[config.mk]
export PLATFORM = sky130hd
export DESIGN_NAME = physical_frame_bitmap_allocator
export DESIGN_NICKNAME = d
export VERILOG_FILES = /design/src/rtl/core/pfba_pkg.sv /design/src/rtl/core/physical_frame_bitmap_allocator.sv
export SDC_FILE = /design/constraint.sdc
export NUM_CORES = 2
export LEC_CHECK = 0
export BUFFER_PORTS_ARGS = -buffer_cell sky130_fd_sc_hd__buf_2
export CELL_PAD_IN_SITES_DETAIL_PLACEMENT = 1
export CELL_PAD_IN_SITES_GLOBAL_PLACEMENT = 2
export CORE_ASPECT_RATIO = 1.1
export CORE_MARGIN = 10
export CORE_UTILIZATION = 53
export CTS_CLUSTER_SIZE = 12
export DETAILED_ROUTE_END_ITERATION = 12
export PLACE_DENSITY_LB_ADDON = 0.3
export SKIP_CTS_REPAIR_TIMING = 1
export SLEW_MARGIN = 20
export SYNTH_ARGS = -nofsm -noshare
export SYNTH_HDL_FRONTEND = slang
export SYNTH_SLANG_ARGS = --single-unit
[constraint.sdc]
create_clock -name i_clk -period 9.25 [get_ports i_clk]
set_clock_uncertainty 0.05 [all_clocks]
set_input_delay 0.4625 -clock i_clk [delete_from_list [all_inputs] [get_ports i_clk]]
set_output_delay 0.4625 -clock i_clk [all_outputs]
set_load 0.005 [all_outputs]
[src/rtl/core/pfba_pkg.sv]
`default_nettype none

package pfba_pkg;

    // Map geometry
    localparam int NUM_FRAMES_DEF = 1024;
    localparam int WORD_W         = 32;
    localparam int BIT_W          = 5;
    // Frame arithmetic width, holds any 11-bit register value and NUM_FRAMES up to 4096
    localparam int CALC_W         = 14;

    // Payload widths
    localparam int CMD_W          = 2;
    localparam int FRAME_IN_W     = 16;
    localparam int FRAME_OUT_W    = 10;
    localparam int CFG_W          = 11;
    localparam int CFG_IDX_W      = 1;

    // Fixed reserved frames marked at init
    localparam logic [CALC_W-1:0] GDT_FRAME = CALC_W'(14'h090);
    localparam logic [CALC_W-1:0] DEV_FIRST = CALC_W'(14'h0A0);
    localparam logic [CALC_W-1:0] DEV_END   = CALC_W'(14'h100);

    // Configuration registers
    localparam logic [CFG_IDX_W-1:0] CFG_KFIRST = 1'b0;
    localparam logic [CFG_IDX_W-1:0] CFG_KEND   = 1'b1;
    localparam logic [CFG_W-1:0]     KFIRST_RST = 11'd16;
    localparam logic [CFG_W-1:0]     KEND_RST   = 11'd32;

    typedef enum logic [CMD_W-1:0] {
        CMD_ALLOC = 2'd0,
        CMD_FREE  = 2'd1,
        CMD_INIT  = 2'd2,
        CMD_NOP   = 2'd3
    } t_cmd;

    typedef enum logic [1:0] {
        ST_OK           = 2'd0,
        ST_NONE_FREE    = 2'd1,
        ST_OUT_OF_RANGE = 2'd2
    } t_status;

    typedef enum logic [2:0] {
        S_IDLE,
        S_INIT,
        S_ALLOC_RD,
        S_ALLOC_SCAN,
        S_FREE_RD,
        S_FREE_WR,
        S_DONE
    } t_state;

    typedef struct packed {
        logic             found;
        logic [BIT_W-1:0] idx;
    } t_enc;

    // Bits of the word at base (word aligned) whose frame lies in [lo, hi)
    function automatic logic [WORD_W-1:0] range_mask(
        input logic [CALC_W-1:0] base,
        input logic [CALC_W-1:0] lo,
        input logic [CALC_W-1:0] hi
    );
        logic [WORD_W-1:0] m;
        logic [CALC_W-1:0] f;
        m = '0;
        for (int b = 0; b < WORD_W; b++) begin
            f    = {base[CALC_W-1:BIT_W], b[BIT_W-1:0]};
            m[b] = (f >= lo) && (f < hi);
        end
        return m;
    endfunction

    // Lowest set bit of a word
    function automatic t_enc first_one(input logic [WORD_W-1:0] v);
        t_enc e;
        e.found = 1'b0;
        e.idx   = '0;
        for (int b = WORD_W - 1; b >= 0; b--) begin
            if (v[b]) begin
                e.found = 1'b1;
                e.idx   = b[BIT_W-1:0];
            end
        end
        return e;
    endfunction

endpackage

`default_nettype wire

[src/rtl/core/physical_frame_bitmap_allocator.sv]
`default_nettype none

// Channel   Direction  Handshake                   Payload
// in        input      i_in_valid / o_in_ready     i_cmd, i_frame_in
// out       output     o_out_valid / i_out_ready   o_frame_out, o_status
// cfg       input      i_cfg_wr_en                 i_cfg_idx, i_cfg_wdata
//
// The map is held as NUM_FRAMES/32 words of 32 marks in one memory; a single
// priority encoder checks one word per cycle. Alloc reads the start word, then
// scans from it up to the last word; init writes one word per cycle; an
// in-range free reads its word, then clears its bit; other commands, frees out
// of range and allocs with the scan start beyond the map go straight to done.
// Reset is synchronous; per-word valid flops make the map read as all free.
// The input is taken only when idle; a finished result waits in the output
// register, the next command is taken meanwhile and stalls only at its end.
// NUM_FRAMES must be a multiple of 32.

module physical_frame_bitmap_allocator #(
    parameter int NUM_FRAMES = pfba_pkg::NUM_FRAMES_DEF
) (
    input  wire logic                             i_clk,
    input  wire logic                             i_rst_n,
    // command transaction
    input  wire logic                             i_in_valid,
    output logic                                  o_in_ready,
    input  wire logic [pfba_pkg::CMD_W-1:0]       i_cmd,
    input  wire logic [pfba_pkg::FRAME_IN_W-1:0]  i_frame_in,
    // result transaction
    output logic                                  o_out_valid,
    input  wire logic                             i_out_ready,
    output logic [pfba_pkg::FRAME_OUT_W-1:0]      o_frame_out,
    output pfba_pkg::t_status                     o_status,
    // configuration writes
    input  wire logic                             i_cfg_wr_en,
    input  wire logic [pfba_pkg::CFG_IDX_W-1:0]   i_cfg_idx,
    input  wire logic [pfba_pkg::CFG_W-1:0]       i_cfg_wdata
);
    import pfba_pkg::*;

    localparam int WORDS  = NUM_FRAMES / WORD_W;
    localparam int WIDX_W = $clog2(WORDS);
    localparam logic [WIDX_W-1:0] LAST_WORD = WIDX_W'(WORDS - 1);

    // State and registers
    t_state                 r_state, n_state;
    logic [WIDX_W-1:0]      r_widx, n_widx;
    logic [BIT_W-1:0]       r_bit, n_bit;
    logic [FRAME_OUT_W-1:0] r_res_frame, n_res_frame;
    t_status                r_res_status, n_res_status;
    logic                   r_out_valid;
    logic [FRAME_OUT_W-1:0] r_out_frame;
    t_status                r_out_status;
    logic [CFG_W-1:0]       r_kfirst, r_kend;

    // Map memory and per-word valid flops
    logic [WORD_W-1:0]      mem [WORDS];
    logic [WORDS-1:0]       r_word_vld;
    logic [WORD_W-1:0]      r_mem_q;
    logic                   r_vld_q;

    // Memory port controls
    logic                   mem_we;
    logic [WIDX_W-1:0]      mem_waddr;
    logic [WORD_W-1:0]      mem_wdata;
    logic [WIDX_W-1:0]      mem_raddr;

    // Datapath helpers
    logic                   in_acc;
    logic                   out_load;
    logic [WORD_W-1:0]      rd_word;
    logic [CALC_W-1:0]      kend_ext;
    logic [CALC_W-1:0]      kfirst_ext;
    logic                   kend_ge;
    logic [WIDX_W-1:0]      start_widx;
    logic [WORD_W-1:0]      scan_mask;
    t_enc                   enc;
    logic [CALC_W-1:0]      found_frame;
    logic [CALC_W-1:0]      word_base;
    logic                   free_in_range;

    assign in_acc      = i_in_valid && o_in_ready;
    assign o_in_ready  = (r_state == S_IDLE);
    assign out_load    = (r_state == S_DONE) && (!r_out_valid || i_out_ready);
    assign o_out_valid = r_out_valid;
    assign o_frame_out = r_out_frame;
    assign o_status    = r_out_status;

    assign rd_word       = r_vld_q ? r_mem_q : '0;
    assign kend_ext      = CALC_W'(r_kend);
    assign kfirst_ext    = CALC_W'(r_kfirst);
    assign kend_ge       = (kend_ext >= CALC_W'(NUM_FRAMES));
    assign start_widx    = kend_ext[WIDX_W+BIT_W-1:BIT_W];
    assign scan_mask     = (r_widx == start_widx) ? ({WORD_W{1'b1}} << r_kend[BIT_W-1:0])
                                                  : {WORD_W{1'b1}};
    assign enc           = first_one(~rd_word & scan_mask);
    assign found_frame   = CALC_W'({r_widx, enc.idx});
    assign word_base     = CALC_W'({r_widx, {BIT_W{1'b0}}});
    assign free_in_range = (i_frame_in < FRAME_IN_W'(NUM_FRAMES));

    // Next state
    always_comb begin
        n_state = r_state;
        case (r_state)
            S_IDLE: begin
                if (in_acc) begin
                    case (t_cmd'(i_cmd))
                        CMD_ALLOC: n_state = kend_ge ? S_DONE : S_ALLOC_RD;
                        CMD_FREE:  n_state = free_in_range ? S_FREE_RD : S_DONE;
                        CMD_INIT:  n_state = S_INIT;
                        default:   n_state = S_DONE;
                    endcase
                end
            end
            S_INIT: begin
                if (r_widx == LAST_WORD) n_state = S_DONE;
            end
            S_ALLOC_RD: n_state = S_ALLOC_SCAN;
            S_ALLOC_SCAN: begin
                if (enc.found || (r_widx == LAST_WORD)) n_state = S_DONE;
            end
            S_FREE_RD: n_state = S_FREE_WR;
            S_FREE_WR: n_state = S_DONE;
            S_DONE: begin
                if (out_load) n_state = S_IDLE;
            end
            default: n_state = S_IDLE;
        endcase
    end

    // Datapath and memory controls per state
    always_comb begin
        n_widx       = r_widx;
        n_bit        = r_bit;
        n_res_frame  = r_res_frame;
        n_res_status = r_res_status;
        mem_we       = 1'b0;
        mem_waddr    = r_widx;
        mem_wdata    = '0;
        mem_raddr    = r_widx;
        case (r_state)
            S_IDLE: begin
                n_res_frame  = '0;
                n_res_status = ST_OK;
                case (t_cmd'(i_cmd))
                    CMD_ALLOC: begin
                        n_widx = start_widx;
                        if (kend_ge) n_res_status = ST_NONE_FREE;
                    end
                    CMD_FREE: begin
                        n_widx = i_frame_in[WIDX_W+BIT_W-1:BIT_W];
                        n_bit  = i_frame_in[BIT_W-1:0];
                        if (!free_in_range) n_res_status = ST_OUT_OF_RANGE;
                    end
                    CMD_INIT: n_widx = '0;
                    default:  n_widx = r_widx;
                endcase
            end
            S_INIT: begin
                mem_we    = 1'b1;
                mem_wdata = range_mask(word_base, kfirst_ext, kend_ext)
                          | range_mask(word_base, GDT_FRAME, GDT_FRAME + CALC_W'(1))
                          | range_mask(word_base, DEV_FIRST, DEV_END);
                n_widx    = WIDX_W'(r_widx + WIDX_W'(1));
            end
            S_ALLOC_RD: mem_raddr = r_widx;
            S_ALLOC_SCAN: begin
                // read of the next word overlaps the check of this one
                mem_raddr = WIDX_W'(r_widx + WIDX_W'(1));
                if (enc.found) begin
                    mem_we      = 1'b1;
                    mem_wdata   = rd_word | (WORD_W'(1) << enc.idx);
                    n_res_frame = found_frame[FRAME_OUT_W-1:0];
                end else if (r_widx == LAST_WORD) begin
                    n_res_status = ST_NONE_FREE;
                end else begin
                    n_widx = WIDX_W'(r_widx + WIDX_W'(1));
                end
            end
            S_FREE_RD: mem_raddr = r_widx;
            S_FREE_WR: begin
                mem_we    = 1'b1;
                mem_wdata = rd_word & ~(WORD_W'(1) << r_bit);
            end
            S_DONE: mem_raddr = r_widx;
            default: mem_raddr = r_widx;
        endcase
    end

    // Control registers
    always_ff @(posedge i_clk) begin
        if (!i_rst_n) begin
            r_state     <= S_IDLE;
            r_out_valid <= 1'b0;
            r_kfirst    <= KFIRST_RST;
            r_kend      <= KEND_RST;
            r_word_vld  <= '0;
        end else begin
            r_state <= n_state;
            if (out_load) begin
                r_out_valid <= 1'b1;
            end else if (i_out_ready) begin
                r_out_valid <= 1'b0;
            end
            if (i_cfg_wr_en) begin
                if (i_cfg_idx == CFG_KFIRST) r_kfirst <= i_cfg_wdata;
                if (i_cfg_idx == CFG_KEND)   r_kend   <= i_cfg_wdata;
            end
            if (mem_we) r_word_vld[mem_waddr] <= 1'b1;
        end
    end

    // Payload registers
    always_ff @(posedge i_clk) begin
        r_widx       <= n_widx;
        r_bit        <= n_bit;
        r_res_frame  <= n_res_frame;
        r_res_status <= n_res_status;
        if (out_load) begin
            r_out_frame  <= r_res_frame;
            r_out_status <= r_res_status;
        end
    end

    // Map memory: one write port, one registered read port
    always_ff @(posedge i_clk) begin
        if (mem_we) mem[mem_waddr] <= mem_wdata;
        r_mem_q <= mem[mem_raddr];
        r_vld_q <= r_word_vld[mem_raddr];
    end

    // Alloc with the scan start beyond the map answers at once
    a_alloc_beyond: assert property (@(posedge i_clk) disable iff (!i_rst_n)
        (in_acc && (i_cmd == CMD_ALLOC) && kend_ge)
        |=> (r_state == S_DONE) && (r_res_status == ST_NONE_FREE))
        else $error("alloc beyond map did not finish with none free");

    // The scan never looks below the start word
    a_scan_from_start: assert property (@(posedge i_clk) disable iff (!i_rst_n)
        (r_state == S_ALLOC_SCAN) |-> (r_widx >= start_widx))
        else $error("alloc scan below kernel end");

    // A result enters the output register only from the done state
    a_out_from_done: assert property (@(posedge i_clk) disable iff (!i_rst_n)
        $rose(o_out_valid) |-> $past(r_state == S_DONE))
        else $error("output loaded outside done state");

    // The map is never written while idle
    a_no_idle_write: assert property (@(posedge i_clk) disable iff (!i_rst_n)
        mem_we |-> (r_state != S_IDLE) && (r_state != S_DONE))
        else $error("map written while idle");

endmodule

`default_nettype wire
==> flow_metrics.tcl <==
set metrics [dict create \
    drt_pre_antenna_iters 6 \
    grt_setup_unrepaired "false" \
    critPathSlowestCell "o21ai_2" \
    max_freq_mhz 180 \
    run_status "finished, violations left" \
    area_of_the_core_mm2 0.0877 \
    stdcell_count 3821 \
    fin_tns_setup_ns 0 \
    worstSkewPairLatency_ns 0.70 \
    hold_ws_ns -0.00666 \
    reg2reg_setup_slack_ns 3.68 \
    drc_errors 0 \
    reg2regPathDepth 10 \
    antenna_found_initial 11 \
    cp_max_fo 35 \
    timing.critical_path.cells "ha_1 -> nand2_1 -> nor2_1 -> a32oi_1 -> nor4_2 -> a31oi_4 -> buf_4 -> o21ai_2 -> nor2_4 -> buf_4" \
    cts_tree "built" \
    layout_common_cells "edfxtp_1 (1058), mux4_2 (330), clkbuf_16 (112)" \
    syn-num-nets 2515 \
    setup.worst_path.class "flop to flop" \
    wire_per_inst_um 35.1 \
    ys.warnings.count 0 \
    area_growth_pct 12.4 \
    ir_worst_vdd_v 0.000309 \
    critical_path.startpoint_type "flop" \
    top_level_ports 49 \
    total_leakage_power_nw 16.6 \
    ys_async_sr_fraction_pct 0 \
    crit_start "mem_waddr[0]" \
    antenna_violating_nets_post_route 0 \
    number_of_global_route_vias_before_repair 26800 \
    final_routed_wirelength_across_all_metal_layers_um 134000 \
    layout_worst_path_cycle_share_pct 60.2 \
    starting_density_of_the_core_pct 53.2 \
    failed_checks "negative hold slack" \
    clock-sinks 1149 \
    cts_inserted_buffers 111 \
    drive_gt1_share_pct 26.9 \
    r2r_end "mem[10][0]" \
    clk_root_buffer_cell "clkbuf_16" \
    postSynthAreaPerCell_um2 19.0 \
    clk_path_buf_depth 3 \
    synth_seq_cells 1149 \
    place_hpwl_um 82600 \
    hp-class "input port to flop" \
    grt_pass1_wl_um 195000 \
    crit_path_end_kind "flop" \
    cap_violations 0 \
    timing_hold_violations_final 3 \
    setup_violations 0 \
    buffer_ports.inserted 48 \
    worst_pin_slew_ns 1.12 \
    synth_largest_type_area_fraction_pct 68.0 \
    ctsHtreeMaxLevel 3 \
    cp-endpoint "mem[10][0]" \
    placer_congestion 0.958 \
    layout.nets 2631 \
    timing.critical_path.slowest_cell_delay_ns 0.91 \
    fin_ws_ns 3.68 \
    crit_path_arrival_time_ns 5.91 \
    final.min_clock_period_ns 5.57 \
    vias 25800 \
    grt-ovfl-total 0 \
    num_rows 114 \
    die_area_mm2 0.100 \
    timing.critical_path.mode_cell "buf_4" \
    mostFrequentLayoutCell "edfxtp_1" \
    globalRouteTotalUtil_pct 26.9 \
    post-layout-total-power_mw 16.6 \
    ys_types 72 \
    synth-edff-count 1058 \
    pwr_density_cell_mw_per_mm2 317 \
    detail_route.iter0.violations 3469 \
    ys_top_cells_by_area "edfxtp_1 (68%), mux4_2 (16%), dfxtp_1 (3.9%)" \
    clk_pin_slew_worst_paths_ns 0.06 \
    dp_cells 3612 \
    synthCells 2458 \
    die_w_um 303 \
    die_y_um 331 \
    synth_largest_area_cell "edfxtp_1" \
    finalMaxSlewViolations 0 \
    grt_max_degree 149 \
    avgViaCountPerCell 6.75 \
    synth.cell_area_mm2 0.0467 \
    postSynth.topFlopCell "edfxtp_1" \
    synth.yosys.seq_area_share_pct 71.9 \
    place_worst_setup_slack_ns 3.76 \
    timing.rr.start "mem_waddr[0]" \
    worstPathRequired_ns 9.59 \
    slew_headroom_pct 24.7 \
]
final cells by class:
type | count | area, µm²
Antenna cell | 2 | 5.00
Tap cell | 1160 | 1450
Multi-Input combinational cell | 1136 | 12800
Sequential cell | 1149 | 33600
Clock buffer | 179 | 3150
Timing Repair Buffer | 151 | 1210
Inverter | 25 | 93.8
Fill cell | 7499 | 35200
Clock inverter | 19 | 141
cell usage after synthesis (all sizes together) (4+ instances only):
library cell / instances
edfxtp: 1058
mux4: 330
nor2: 125
nand2: 110
dfxtp: 91
o21ai: 91
clkbuf: 85
buf: 63
a21oi: 61
mux2: 35
o21a: 34
inv: 25
o211ai: 25
nand3: 24
a21boi: 23
ha: 22
nor3: 22
a211oi: 19
nand2b: 18
o221ai: 18
and2: 17
a31oi: 16
and3: 15
a221oi: 12
a311oi: 11
nand4: 9
nor2b: 9
nand3b: 7
a32oi: 6
or3: 6
o22ai: 5
o31ai: 5
a21o: 4
nor4: 4
routing by layer:
metal | routed length [µm] | GRT usage [%] | up-vias
met3 | 11800 | 4.49 | 201
met1 | 52300 | 37.9 | 13800
met4 | 3760 | 8.08 | 4
li1 | - | - | 10400
met5 | 23 | 0 | -
met2 | 66200 | 42.9 | 1326
per-stage QoR:
stage,util (%),area [µm²]
final,59.8,52500
after global routing,59.8,52500
after CTS,59.7,52400
after detailed placement,55.9,49100
after global placement,55.7,48800
after floorplan,-,46700
worst min path at each step:
| stage | start | to | slack [ns] | depth (start not counted) |
|---|---|---|---|---|
| after floorplan | r_res_frame[0] | o_frame_out[0] | 0.35 | 0 |
| after global placement | r_res_status[1] | o_status[1] | 0.35 | 0 |
| after detailed placement | r_res_frame[4] | o_frame_out[4] | 0.36 | 0 |
| after CTS | i_frame_in[4] | r_bit[4] | -0.14 | 1 |
| after global routing | i_in_valid | r_state[0] | 0.002 | 3 |
| final | i_cfg_wdata[8] | r_kfirst[8] | -0.007 | 3 |
worst max-delay path, delay by kind of cell (launching register included):
kind / cells / cell delay [ns]
AOI/OAI and AO/OA: 3 / 1.35
and+or+nand+nor: 4 / 2.06
DFF: 1 / 0.60
adders and majority gates: 1 / 0.44
buffers and inverters: 2 / 0.69
power breakdown:
group          internal, mW  switching [mW]
sequential             6.45           0.328
combinational          2.37            3.32
clock                  2.32            1.86
total                  11.1            5.50
kinds of logic after synthesis:
logic type / share of synthesized area (%)
AO/OA/AOI/OAI: 5.14
XOR/XNOR: 0.0938
adder cells (fa/ha/maj): 0.589
buffers and inverters: 1.60
flip-flops: 71.9
multiplexers: 16.8
AND/OR/NAND/NOR: 3.86
flip-flops by register name, summed over array words and instances, names as in the netlist, 3 cells and up:
register / cells
r_bit: 5
r_mem_q: 32
r_word_vld: 32
r_kfirst: 11
o_frame_out: 10
mem: 1024
mem_waddr: 5
r_state: 3
r_res_frame: 10
r_kend: 11
No activity file was read; power rests on OpenSTA's default activity.
